$ cat config.mk
export PLATFORM = sky130hd
export DESIGN_NAME = hcv_ctrl
export DESIGN_NICKNAME = d
export VERILOG_FILES = /design/src/rtl/core/hcv_pkg.sv /design/src/rtl/core/hcv_ctrl.sv
export SDC_FILE = /design/constraint.sdc
export NUM_CORES = 1
export LEC_CHECK = 0
export BUFFER_PORTS_ARGS = -buffer_cell sky130_fd_sc_hd__buf_2
export CORE_AREA = 2 2 39 41
export DETAILED_ROUTE_END_ITERATION = 16
export DIE_AREA = 0 0 41 43
export GPL_TIMING_DRIVEN = 0
export MAX_ROUTING_LAYER = met4
export SETUP_SLACK_MARGIN = 0.1
export SLEW_MARGIN = 20
export SYNTH_ARGS = -nofsm -noshare
export SYNTH_HDL_FRONTEND = slang
export SYNTH_SLANG_ARGS = --single-unit
$ cat constraint.sdc
create_clock -name clk -period 3.3 [get_ports clk]
set_clock_uncertainty 0.1 [all_clocks]
set_input_delay 0.66 -clock clk [delete_from_list [all_inputs] [get_ports clk]]
set_output_delay 0.66 -clock clk [all_outputs]
set_load 0.05 [all_outputs]
$ cat src/rtl/core/hcv_pkg.sv
`timescale 1ns / 1ps
package hcv_pkg;

  // Default geometry of the accumulator.
  localparam int IMG_ROWS_DEF  = 64;
  localparam int IMG_COLS_DEF  = 64;
  localparam int NUM_RADII_DEF = 32;
  localparam int NUM_ANGLES    = 360;

  // Fixed field and datapath widths.
  localparam int ROW_W   = 6;
  localparam int COL_W   = 6;
  localparam int EDGE_W  = 8;
  localparam int RIDX_W  = 5;
  localparam int REQ_W   = 2;
  localparam int CNT_W   = 8;
  localparam int THR_W   = 8;
  localparam int MINR_W  = 6;
  localparam int RCNT_W  = 6;
  localparam int CFG_W   = 8;
  localparam int CIDX_W  = 2;
  localparam int RAD_W   = 9;   // radius and radius count; radius up to 63 + (NUM_RADII - 1)
  localparam int ANG_W   = 9;
  localparam int TRIG_W  = 16;  // signed Q2.14
  localparam int FRAC    = 14;
  localparam int PROD_W  = RAD_W + 1 + TRIG_W;
  localparam int POS_W   = 28;  // signed centre coordinate in Q14
  localparam int IN_DW   = 32;
  localparam int OUT_DW  = 16;

  localparam logic [ANG_W-1:0]  ANG_QUARTER = 9'd90;
  localparam logic [ANG_W-1:0]  ANG_HALF    = 9'd180;
  localparam logic [ANG_W-1:0]  ANG_THREE_Q = 9'd270;
  localparam logic [ANG_W-1:0]  ANG_FULL    = 9'd360;
  localparam logic [CNT_W-1:0]  CNT_SAT     = 8'd255;
  localparam logic [EDGE_W-1:0] EDGE_ON     = 8'd255;

  // Request kinds.
  localparam logic [REQ_W-1:0] REQ_VOTE  = 2'd0;
  localparam logic [REQ_W-1:0] REQ_QUERY = 2'd1;
  localparam logic [REQ_W-1:0] REQ_CLEAR = 2'd2;

  // Register indexes and reset values.
  localparam logic [CIDX_W-1:0] REG_THRESH = 2'd0;
  localparam logic [CIDX_W-1:0] REG_MINR   = 2'd1;
  localparam logic [CIDX_W-1:0] REG_RCNT   = 2'd2;
  localparam logic [THR_W-1:0]  THRESH_RST = 8'd140;
  localparam logic [MINR_W-1:0] MINR_RST   = 6'd8;
  localparam logic [RCNT_W-1:0] RCNT_RST   = 6'd32;

  // round(16384 * sin(d degrees)) for d = 0..90.
  localparam logic [14:0] SIN_TBL [0:90] = '{
    15'd0,     15'd286,   15'd572,   15'd857,   15'd1143,  15'd1428,  15'd1713,
    15'd1997,  15'd2280,  15'd2563,  15'd2845,  15'd3126,  15'd3406,  15'd3686,
    15'd3964,  15'd4240,  15'd4516,  15'd4790,  15'd5063,  15'd5334,  15'd5604,
    15'd5872,  15'd6138,  15'd6402,  15'd6664,  15'd6924,  15'd7182,  15'd7438,
    15'd7692,  15'd7943,  15'd8192,  15'd8438,  15'd8682,  15'd8923,  15'd9162,
    15'd9397,  15'd9630,  15'd9860,  15'd10087, 15'd10311, 15'd10531, 15'd10749,
    15'd10963, 15'd11174, 15'd11381, 15'd11585, 15'd11786, 15'd11982, 15'd12176,
    15'd12365, 15'd12551, 15'd12733, 15'd12911, 15'd13085, 15'd13255, 15'd13421,
    15'd13583, 15'd13741, 15'd13894, 15'd14044, 15'd14189, 15'd14330, 15'd14466,
    15'd14598, 15'd14726, 15'd14849, 15'd14968, 15'd15082, 15'd15191, 15'd15296,
    15'd15396, 15'd15491, 15'd15582, 15'd15668, 15'd15749, 15'd15826, 15'd15897,
    15'd15964, 15'd16026, 15'd16083, 15'd16135, 15'd16182, 15'd16225, 15'd16262,
    15'd16294, 15'd16322, 15'd16344, 15'd16362, 15'd16374, 15'd16382, 15'd16384
  };

  // Sine of a whole-degree angle 0..359, folded onto the first quadrant.
  function automatic logic signed [TRIG_W-1:0] sin_q14(input logic [ANG_W-1:0] t);
    logic [ANG_W-1:0] d;
    logic             neg;
    logic signed [TRIG_W-1:0] mag;
    d   = t;
    neg = 1'b0;
    priority if (t <= ANG_QUARTER) begin
      d = t;
    end else if (t <= ANG_HALF) begin
      d = ANG_HALF - t;
    end else if (t <= ANG_THREE_Q) begin
      d   = t - ANG_HALF;
      neg = 1'b1;
    end else begin
      d   = ANG_FULL - t;
      neg = 1'b1;
    end
    mag = signed'({1'b0, SIN_TBL[d[6:0]]});
    return neg ? -mag : mag;
  endfunction

  typedef struct packed {
    logic start;     // latch the item, reset sweep counters
    logic trig_ld;   // load sine and cosine of the current angle
    logic mul;       // radius times sine and cosine
    logic addr_ld;   // centre position, bounds and cell address
    logic rd;        // read accumulator cell
    logic wr;        // write back incremented cell
    logic rs_inc;    // next radius
    logic ang_next;  // next angle, radius back to zero
    logic clr_wr;    // zero one cell of the clearing sweep
    logic out_load;  // load the query result into the output register
  } cmd_t;

  typedef struct packed {
    logic vote_go;
    logic rad_last;
    logic ang_last;
    logic clr_last;
    logic out_free;
  } sts_t;

endpackage

$ cat src/rtl/core/hcv_ctrl.sv
`timescale 1ns / 1ps
module hcv_ctrl (
  input  logic                      clk,
  input  logic                      rst_n,
  input  logic                      in_tvalid,
  input  logic [hcv_pkg::REQ_W-1:0] req_type,
  input  hcv_pkg::sts_t             sts,
  output logic                      in_tready,
  output hcv_pkg::cmd_t             cmd
);
  import hcv_pkg::*;

  localparam logic [3:0] ST_CLR  = 4'd0;
  localparam logic [3:0] ST_IDLE = 4'd1;
  localparam logic [3:0] ST_ANG  = 4'd2;
  localparam logic [3:0] ST_MUL  = 4'd3;
  localparam logic [3:0] ST_ADDR = 4'd4;
  localparam logic [3:0] ST_RD   = 4'd5;
  localparam logic [3:0] ST_WR   = 4'd6;
  localparam logic [3:0] ST_QRD  = 4'd7;
  localparam logic [3:0] ST_QOUT = 4'd8;

  logic [3:0] state_r, state_nxt;

  always_ff @(posedge clk) begin
    if (!rst_n) begin
      state_r <= ST_CLR;
    end else begin
      state_r <= state_nxt;
    end
  end

  assign in_tready = (state_r == ST_IDLE);

  always_comb begin
    state_nxt = state_r;
    cmd       = '0;
    case (state_r)
      ST_CLR: begin
        cmd.clr_wr = 1'b1;
        if (sts.clr_last) state_nxt = ST_IDLE;
      end
      ST_IDLE: begin
        if (in_tvalid) begin
          cmd.start = 1'b1;
          priority if (req_type == REQ_VOTE) begin
            if (sts.vote_go) state_nxt = ST_ANG;
          end else if (req_type == REQ_QUERY) begin
            state_nxt = ST_QRD;
          end else if (req_type == REQ_CLEAR) begin
            state_nxt = ST_CLR;
          end else begin
            // An unknown request kind is dropped.
            state_nxt = ST_IDLE;
          end
        end
      end
      ST_ANG: begin
        cmd.trig_ld = 1'b1;
        state_nxt   = ST_MUL;
      end
      ST_MUL: begin
        cmd.mul   = 1'b1;
        state_nxt = ST_ADDR;
      end
      ST_ADDR: begin
        cmd.addr_ld = 1'b1;
        state_nxt   = ST_RD;
      end
      ST_RD: begin
        cmd.rd    = 1'b1;
        state_nxt = ST_WR;
      end
      ST_WR: begin
        cmd.wr = 1'b1;
        priority if (!sts.rad_last) begin
          cmd.rs_inc = 1'b1;
          state_nxt  = ST_MUL;
        end else if (sts.ang_last) begin
          state_nxt = ST_IDLE;
        end else begin
          cmd.ang_next = 1'b1;
          state_nxt    = ST_ANG;
        end
      end
      ST_QRD: begin
        cmd.rd    = 1'b1;
        state_nxt = ST_QOUT;
      end
      ST_QOUT: begin
        if (sts.out_free) begin
          cmd.out_load = 1'b1;
          state_nxt    = ST_IDLE;
        end
      end
      default: begin
        state_nxt = ST_IDLE;
      end
    endcase
  end

endmodule

==> metrics.cfg, run 1 <==
[outcome]
status=finished, final reports clean

[synth]
yosysMostFrequentCell=sky130_fd_sc_hd__nor3_1
synth-seq-cells=4
netlist_top_cells_area=sky130_fd_sc_hd__dfxtp_1 (22%), sky130_fd_sc_hd__nand2b_1 (10%), sky130_fd_sc_hd__nor3_1 (9.5%)
synth_ff_type=sky130_fd_sc_hd__dfxtp_1
synth.top_cell.area_share=0.218
post_synth_most_frequent_cells=sky130_fd_sc_hd__nor3_1 (7), sky130_fd_sc_hd__nand2b_1 (6), sky130_fd_sc_hd__dfxtp_1 (4), sky130_fd_sc_hd__nor2_1 (4)
synth_largest_area_cell=sky130_fd_sc_hd__dfxtp_1
number_of_flops_mapped_to_enable_cells_by_yosys=0
ys_seq_area_frac=0.218
synthesis.area_um2=368
synthesis.area_per_instance_um2=7.36
synthDistinctLibCells=24
syn_nets=60
synthCells=50
synthesis.yosys.warnings=0
async_reset_ff_frac=0

[worst_setup_path]
critical_path_required_ps=2540
worstReg2RegStart=state_r[2]$_SDFFE_PN0P_
r2r_cells=4
crit-reg2reg-capture=state_r[0]$_SDFFE_PN0P_
critPathMostFrequentCell=sky130_fd_sc_hd__buf_2
setup.reg_to_reg.worst_slack_ps=1920
max_stage_delay_ps=340
cp.arrival_ps=1530
worst_path_max_delay_cell=sky130_fd_sc_hd__dfxtp_1
worstSetupPathType=register to primary output
startpoint_type=register
top_fanout_value_on_the_critical_path=10
ordered_cell_list_for_the_critical_path=buf_2 > nand2b_1 > nor2_1 > and3_1 > buf_2
critical_path.endpoint=cmd[2]
cp-end-kind=primary output
critPathLaunch=state_r[1]$_SDFFE_PN0P_

[global_route]
grt_start_max_net_pins=11
grt_first_pass_wirelength_um=1460
grt_pass1_vias=358
globalRouteOverflowTotal=0
number_of_antenna_violations_at_the_first_check_in_global_routing=0
grt_util_all_layers=0.124

[cts]
ctsHoldBuffers=0
cts.sink_count=4
cts_max_path_buffers=2
post_cts.repair.setup_buffers=0
tritoncts=done
cts_max_level=1
worst_skew_pair.late_latency_ps=230
cts_root_buffer=sky130_fd_sc_hd__clkbuf_4
cts_resized=0
worst_setup_hold_path_clk_slew_ps=30
cts-buffers-inserted=3

[sta]
finalMaxSlewViolations=0
finalCritPeriodShare=0.694
max_slew_margin=0.832
final-setup-viol-count=0
final_period_minus_worst_setup_slack_ps=2290
setup_repair_after_global_routing_missed_its_margin=no
actual_transition_at_the_worst_max_transition_pin_ps=253
timing_hold_violations_final=0
timing.fmax_mhz=436
setup_tns_ps=0
fin_hold_ws_ps=554

[die]
vertical_die_dimension_um=43
initial_utilization=0.266
floorplan_core_area_mm2=0.00138
core.rowCount=14
io_pins=21
floorplan.die_area_mm2=0.00176
die_width_um=41

[worst_hold_path]
hold_path_class=register to register
hold_path_depth=3
min_from=state_r[2]$_SDFFE_PN0P_

[pwr]
power.density_cell_area_mw_per_mm2=318
cellInternalPower_w=0.000111
p_seq_frac=0.315
combPwrFrac=0.322
power.share.clock=0.363
sw_frac_of_total=0.320
ir_worst_vdd_uv=191
p_sw_w=0.0000520
p_leak_nw=0.263

[detailed_routing]
iter_0_drt_violations=6
route.layer.met1.wl_um=423
mean_routed_wirelength_per_cell_um=10.7
detailedRoute.firstPassIterationCount=4
routed_wl_um=949
via_count=430
antenna_violating_nets_post_route=0
top_layer_used=met3
wire_length_on_met3_um=79
mean_number_of_vias_per_cell=4.83
wl_met2_um=446
drc=0

[cells_and_area]
finish.net_count=85
biggestRegsByFlops=state_r: 4 flops
area.growth.synth_to_final_pct=38.8
largest_register_ffs=4
antenna_cells_inserted=0
final_layout_size_suffix_gt1_frac=0.397
regMostFlops=state_r
final-instance-count-excl-fill=89

[job]
max_cap_violations=0

[placed_design]
dp.cells=86
detailedPlacementHpwl_um=781
gpl.final_weighted_congestion=0.835
port-buffer-count=20

[how the worst min path moves through the flow]
stage / endpoint / slack, ps
after CTS: state_r[2]$_SDFFE_PN0P_ / 560
final: state_r[2]$_SDFFE_PN0P_ / 550
after floorplan: state_r[2]$_SDFFE_PN0P_ / 510
after global placement: state_r[2]$_SDFFE_PN0P_ / 550
after detailed placement: state_r[2]$_SDFFE_PN0P_ / 550
after global routing: state_r[3]$_SDFFE_PN0P_ / 580
[metrics by stage]
step	utilization	cell area (µm²)	power, W	setup slack (ps)
2_1_floorplan	-	368	0.0000895	281
6_report	0.369	510	0.000163	1010
3_5_place_dp	0.353	488	0.000105	1260
4_1_cts	0.369	510	0.000167	1010
5_1_grt	0.369	510	0.000176	891
3_3_place_gp	0.353	488	0.000104	1280
[power groups by stage]
stage / Combinational, W / Sequential [W] / Clock, W
6_report: 0.0000523 / 0.0000512 / 0.0000590
4_1_cts: 0.0000526 / 0.0000512 / 0.0000632
3_3_place_gp: 0.0000522 / 0.0000520 / 0
5_1_grt: 0.0000568 / 0.0000513 / 0.0000677
2_1_floorplan: 0.0000377 / 0.0000518 / 0
3_5_place_dp: 0.0000525 / 0.0000520 / 0
[area by class of cell]
type | instances | area, µm²
Buffer | 4 | 26.3
Clock buffer | 3 | 22.5
Fill cell | 169 | 873
Inverter | 2 | 7.51
Multi-Input combinational cell | 40 | 254
Sequential cell | 4 | 80.1
Tap cell | 16 | 20.0
Timing Repair Buffer | 20 | 100
[layer usage]
metal,global-route usage,up-vias
met2,0.181,17
met3,0.0628,0
met4,0.0200,0
met1,0.154,188
met5,-,-
li1,-,225
[cell usage in the layout (no fill, tap or decap), drive strengths merged]
cell     n
and2     2
buf     24
dfxtp    4
a211oi   1
nor2     4
or3b     1
nor2b    3
o22a     1
nor3     7
nand3    1
a21oi    1
nor3b    1
o21bai   1
o311a    1
nand2b   6
o32ai    1
a22oi    1
a31oi    1
nand2    3
clkbuf   3
and3     2
mux2i    1
inv      2
or3      1
[worst max-delay path: cells and delay by family, from the launching register on]
family,cells,cell delay [ps]
flip-flops,1,340
buffers and inverters,2,480
AND/OR/NAND/NOR,3,480
[cells by family after synthesis]
| logic type | count (synthesis) | synth area share |
|---|---|---|
| AOI/OAI and AO/OA | 8 | 0.187 |
| DFF | 4 | 0.218 |
| muxes | 1 | 0.0272 |
| and+or+nand+nor | 31 | 0.476 |
| buffers and inverters | 6 | 0.0918 |
No activity file was read; power rests on OpenSTA's default activity.
==> run 2, diff against run 1 <==
==> constraint.sdc (replaced) <==
create_clock -name clk -period 2.33 [get_ports clk]
set_clock_uncertainty 0.1 [all_clocks]
set_input_delay 0.466 -clock clk [delete_from_list [all_inputs] [get_ports clk]]
set_output_delay 0.466 -clock clk [all_outputs]
set_load 0.05 [all_outputs]
==> run 2 against run 1 <==
Effect of this change: worst hold slack got worse by 170 ps; die area is the same; first-iteration DRC count down 83%; critical path depth unchanged; sequential cell count stayed put; core utilization is 2.0 points higher; via count increased by 0.47%; final cell count did not move; critical path type unchanged; largest power group unchanged.
==> metrics.cfg, run 2 (synthesis results as in run 1) <==
[outcome]
status=finished, final reports clean

[pwr]
p_seq_frac=0.310
power.share.clock=0.360
cellInternalPower_w=0.000158
p_sw_w=0.0000764
power.density_cell_area_mw_per_mm2=435
ir_worst_vdd_uv=217
sw_frac_of_total=0.326
combPwrFrac=0.330
p_leak_nw=0.267
power_w=0.000234

[cells_and_area]
most_common_cell_after_layout_fill_and_taps_aside=sky130_fd_sc_hd__buf_2
antenna_cells_inserted=0
finish.net_count=85
postLayoutCellArea_um2=538
final_layout_size_suffix_gt1_frac=0.479
biggestRegsByFlops=state_r: 4 flops
layout_common_cells=sky130_fd_sc_hd__buf_2 (23), sky130_fd_sc_hd__nand2b_1 (5), sky130_fd_sc_hd__nor3_1 (4), sky130_fd_sc_hd__dfxtp_1 (4)
largest_register_ffs=4
area.growth.synth_to_final_pct=46.3
regMostFlops=state_r

[cts]
cts.sink_count=4
worst_setup_hold_path_clk_slew_ps=40
cts_root_buffer=sky130_fd_sc_hd__clkbuf_4
cts_resized=0
worst_skew_pair.late_latency_ps=230
ctsHoldBuffers=0
cts-buffers-inserted=3
cts_max_path_buffers=2
post_cts.repair.setup_buffers=0
tritoncts=done
cts_max_level=1

[worst_setup_path]
worstSetupPathType=register to primary output
startpoint_type=register
critical_path_required_ps=1760
cp-end-kind=primary output
max_stage_delay_ps=300
top_fanout_value_on_the_critical_path=10
ordered_cell_list_for_the_critical_path=buf_2 > nand2b_2 > nor2_2 > and3_2 > buf_2
worst_path_max_delay_cell=sky130_fd_sc_hd__dfxtp_1
critPathMostFrequentCell=sky130_fd_sc_hd__buf_2
cp.arrival_ps=1520

[sta]
final-setup-viol-count=0
fin_hold_ws_ps=388
max_slew_margin=0.836
finalMaxSlewViolations=0
actual_transition_at_the_worst_max_transition_pin_ps=247
setup_repair_after_global_routing_missed_its_margin=no
timing.fmax_mhz=478
fin_ws_ps=240
timing_hold_violations_final=0
setup_tns_ps=0
finalCritPeriodShare=0.897
final_period_minus_worst_setup_slack_ps=2090

[detailed_routing]
detailedRoute.firstPassIterationCount=2
routed_wl_um=961
mean_number_of_vias_per_cell=4.85
drc=0
iter_0_drt_violations=1
mean_routed_wirelength_per_cell_um=10.8
via_count=432
antenna_violating_nets_post_route=0

[die]
die_width_um=41
initial_utilization=0.266
io_pins=21
core.rowCount=14
vertical_die_dimension_um=43
floorplan_core_area_mm2=0.00138
floorplan.die_area_mm2=0.00176

[placed_design]
gpl.final_weighted_congestion=0.750
port-buffer-count=20
pre_cts_slack_ps=418
detailedPlacementHpwl_um=766
placedInstanceArea_um2=513

[global_route]
grt_start_max_net_pins=11
grt_pass1_vias=333
globalRouteOverflowTotal=0
grt_util_all_layers=0.115
number_of_antenna_violations_at_the_first_check_in_global_routing=0
grt_first_pass_wirelength_um=1360

[worst_hold_path]
hold_path_class=primary input to register

[job]
max_cap_violations=0

[run 2: power groups by stage]
stage	Sequential, W	Combinational, W	Clock (W)
after floorplan	0.0000733	0.0000561	0
after global placement	0.0000736	0.0000771	0
after detailed placement	0.0000736	0.0000774	0
after CTS	0.0000726	0.0000776	0.0000874
after global routing	0.0000726	0.0000842	0.0000952
final	0.0000725	0.0000773	0.0000842
[run 2: final cells by class]
type / instances / area (µm²)
flip-flops and latches: 4 / 80.1
clock buffers: 3 / 22.5
well taps: 16 / 20.0
plain buffers: 4 / 26.3
repair buffers: 20 / 100
multi-input cells: 40 / 282
inverters: 2 / 7.51
fillers: 145 / 846
[run 2: final timing paths]
kind	from	to	slack, ps	depth (start not counted)
worst max-delay path	state_r[3]$_SDFFE_PN0P_	cmd[2]	240	5
worst min-delay path	rst_n	state_r[3]$_SDFFE_PN0P_	390	2
worst max register to register	state_r[2]$_SDFFE_PN0P_	state_r[0]$_SDFFE_PN0P_	930	4
worst min register to register	state_r[2]$_SDFFE_PN0P_	state_r[2]$_SDFFE_PN0P_	570	3
[run 2: worst max-delay path: cells and delay by family, from the launching register on]
family                 cells  cell delay, ps
buffers and inverters      2             430
flip-flops                 1             300
AND/OR/NAND/NOR            3             560
[run 2: stage by stage]
stage / std cells / util
3_3_place_gp: 86 / 0.371
3_5_place_dp: 86 / 0.371
6_report: 89 / 0.389
4_1_cts: 89 / 0.387
5_1_grt: 89 / 0.389
2_1_floorplan: 50 / -
[run 2: metal layers]
metal | GRT usage | part of all wire
met5 | - | 0
met3 | 0.0471 | 0.068
met4 | 0.0200 | 0
met1 | 0.135 | 0.46
met2 | 0.181 | 0.47
==> run 3, diff against run 2 <==
--- a/config.mk
+++ b/config.mk
@@ -5,7 +5,7 @@
 export SDC_FILE = /design/constraint.sdc
 export NUM_CORES = 1
 export LEC_CHECK = 0
-export BUFFER_PORTS_ARGS = -buffer_cell sky130_fd_sc_hd__buf_2
+export BUFFER_PORTS_ARGS = -buffer_cell sky130_fd_sc_hd__buf_4
 export CORE_AREA = 2 2 39 41
 export DETAILED_ROUTE_END_ITERATION = 16
 export DIE_AREA = 0 0 41 43
==> run 3 against run 2 <==
Effect of this change: worst hold slack worse by 9.8 ps; sequential share of layout area fell by 1.2 points; wire length rose by 3.2%; via count is 2.3% lower; global-route usage increased by 1.7 points; critical endpoint unchanged; register-to-register slack is essentially flat; design area grew 8.8%; maximum frequency is 0.29% higher; sequential power barely moved; highest routed layer unchanged; clock power down 2%.
==> metrics.cfg, run 3 (synthesis results as in run 1) <==
[global_route]
grt_pass1_vias=392
grt_util_all_layers=0.132
globalRouteOverflowTotal=0
grt_first_pass_wirelength_um=1550
grt_start_max_net_pins=11
number_of_antenna_violations_at_the_first_check_in_global_routing=0

[detailed_routing]
drc=0
mean_number_of_vias_per_cell=4.74
mean_routed_wirelength_per_cell_um=11.1
via_count=422
routed_wl_um=992
antenna_violating_nets_post_route=0
detailedRoute.firstPassIterationCount=4
iter_0_drt_violations=7

[sta]
timing.fmax_mhz=480
finalCritPeriodShare=0.894
finalMaxSlewViolations=0
final-setup-viol-count=0
fin_hold_ws_ps=378
fin_ws_ps=246
max_slew_margin=0.830
timing_hold_violations_final=0
setup_tns_ps=0
actual_transition_at_the_worst_max_transition_pin_ps=255
final_period_minus_worst_setup_slack_ps=2080
setup_repair_after_global_routing_missed_its_margin=no

[worst_setup_path]
crit_family=simple AND/OR/NAND/NOR gates
worstReg2RegStart=state_r[2]$_SDFFE_PN0P_
cp.arrival_ps=1520
top_fanout_value_on_the_critical_path=10
r2r_cells=4
critical_path_required_ps=1760
worst_path_max_delay_cell=sky130_fd_sc_hd__dfxtp_1
startpoint_type=register
cp-end-kind=primary output
setup.reg_to_reg.worst_slack_ps=940
max_stage_delay_ps=310
ordered_cell_list_for_the_critical_path=buf_2 > nand2b_1 > nor2_2 > and3_2 > buf_4
cp_num_buf_inv=2
crit-reg2reg-capture=state_r[0]$_SDFFE_PN0P_
worstSetupPathType=register to primary output

[job]
max_cap_violations=0

[cells_and_area]
most_common_cell_after_layout_fill_and_taps_aside=sky130_fd_sc_hd__buf_4
largest_register_ffs=4
finish.net_count=85
postLayoutCellArea_um2=586
filler_cell_count=149
biggestRegsByFlops=state_r: 4 flops
area.growth.synth_to_final_pct=59.2
regMostFlops=state_r
final_layout_size_suffix_gt1_frac=0.466
layout_common_cells=sky130_fd_sc_hd__buf_4 (20), sky130_fd_sc_hd__nand2b_1 (6), sky130_fd_sc_hd__nor3_1 (4), sky130_fd_sc_hd__dfxtp_1 (4)
antenna_cells_inserted=0
final-instance-count-excl-fill=89

[pwr]
power.density_cell_area_mw_per_mm2=411
ir_worst_vdd_uv=304
p_leak_nw=0.275

[cts]
cts_max_path_buffers=2
cts_root_buffer=sky130_fd_sc_hd__clkbuf_4
worst_skew_pair.late_latency_ps=230
cts-buffers-inserted=3
post_cts.repair.setup_buffers=0
cts.sink_count=4
cts_resized=0
worst_setup_hold_path_clk_slew_ps=40
ctsHoldBuffers=0
cts_max_level=1
tritoncts=done

[die]
floorplan.die_area_mm2=0.00176
io_pins=21
die_width_um=41
core.rowCount=14
initial_utilization=0.266
vertical_die_dimension_um=43
floorplan_core_area_mm2=0.00138

[placed_design]
dp.cells=86
gpl.final_weighted_congestion=0.715
port-buffer-count=20
detailedPlacementHpwl_um=814
placedInstanceArea_um2=563
pre_cts_slack_ps=483

[worst_hold_path]
hold_path_class=primary input to register
worstHoldEndpoint=state_r[3]$_SDFFE_PN0P_
min_from=rst_n
hold_path_depth=2

[outcome]
status=finished, final reports clean

[run 3: worst max path at each step]
| stage | from | end | slack, ps | depth (start not counted) |
|---|---|---|---|---|
| 6_report | state_r[3]$_SDFFE_PN0P_ | cmd[2] | 250 | 5 |
| 5_1_grt | state_r[1]$_SDFFE_PN0P_ | cmd[2] | 120 | 5 |
| 4_1_cts | state_r[3]$_SDFFE_PN0P_ | cmd[2] | 240 | 5 |
| 3_5_place_dp | state_r[1]$_SDFFE_PN0P_ | cmd[2] | 480 | 5 |
| 3_3_place_gp | state_r[3]$_SDFFE_PN0P_ | cmd[2] | 480 | 5 |
| 2_1_floorplan | state_r[0]$_SDFFE_PN0P_ | cmd[6] | 100 | 3 |
[run 3: power breakdown]
part           internal (W)  switching [W]   total, W  leakage (nW)
Clock             0.0000574      0.0000253  0.0000827        0.0138
Combinational     0.0000363      0.0000490  0.0000853         0.229
Sequential        0.0000713     0.00000125  0.0000725        0.0326
[run 3: metal layers]
metal	up-vias	GRT usage	share of wire
met4	0	0.0533	0
met5	-	-	0
met2	16	0.194	0.47
li1	223	-	-
met1	183	0.157	0.45
met3	0	0.0524	0.080
[run 3: per-stage QoR]
step	total power (W)	util
2_1_floorplan	0.000129	-
3_3_place_gp	0.000159	0.407
3_5_place_dp	0.000159	0.407
4_1_cts	0.000244	0.423
5_1_grt	0.000261	0.423
6_report	0.000240	0.423
[run 3: cell type report]
cell class	instances	area [µm²]	share of cell area
plain buffers	4	26.3	0.0449
flip-flops and latches	4	80.1	0.137
inverters	2	7.51	0.0128
multi-input cells	40	279	0.476
well taps	16	20.0	0.0342
repair buffers	20	150	0.256
clock buffers	3	22.5	0.0385
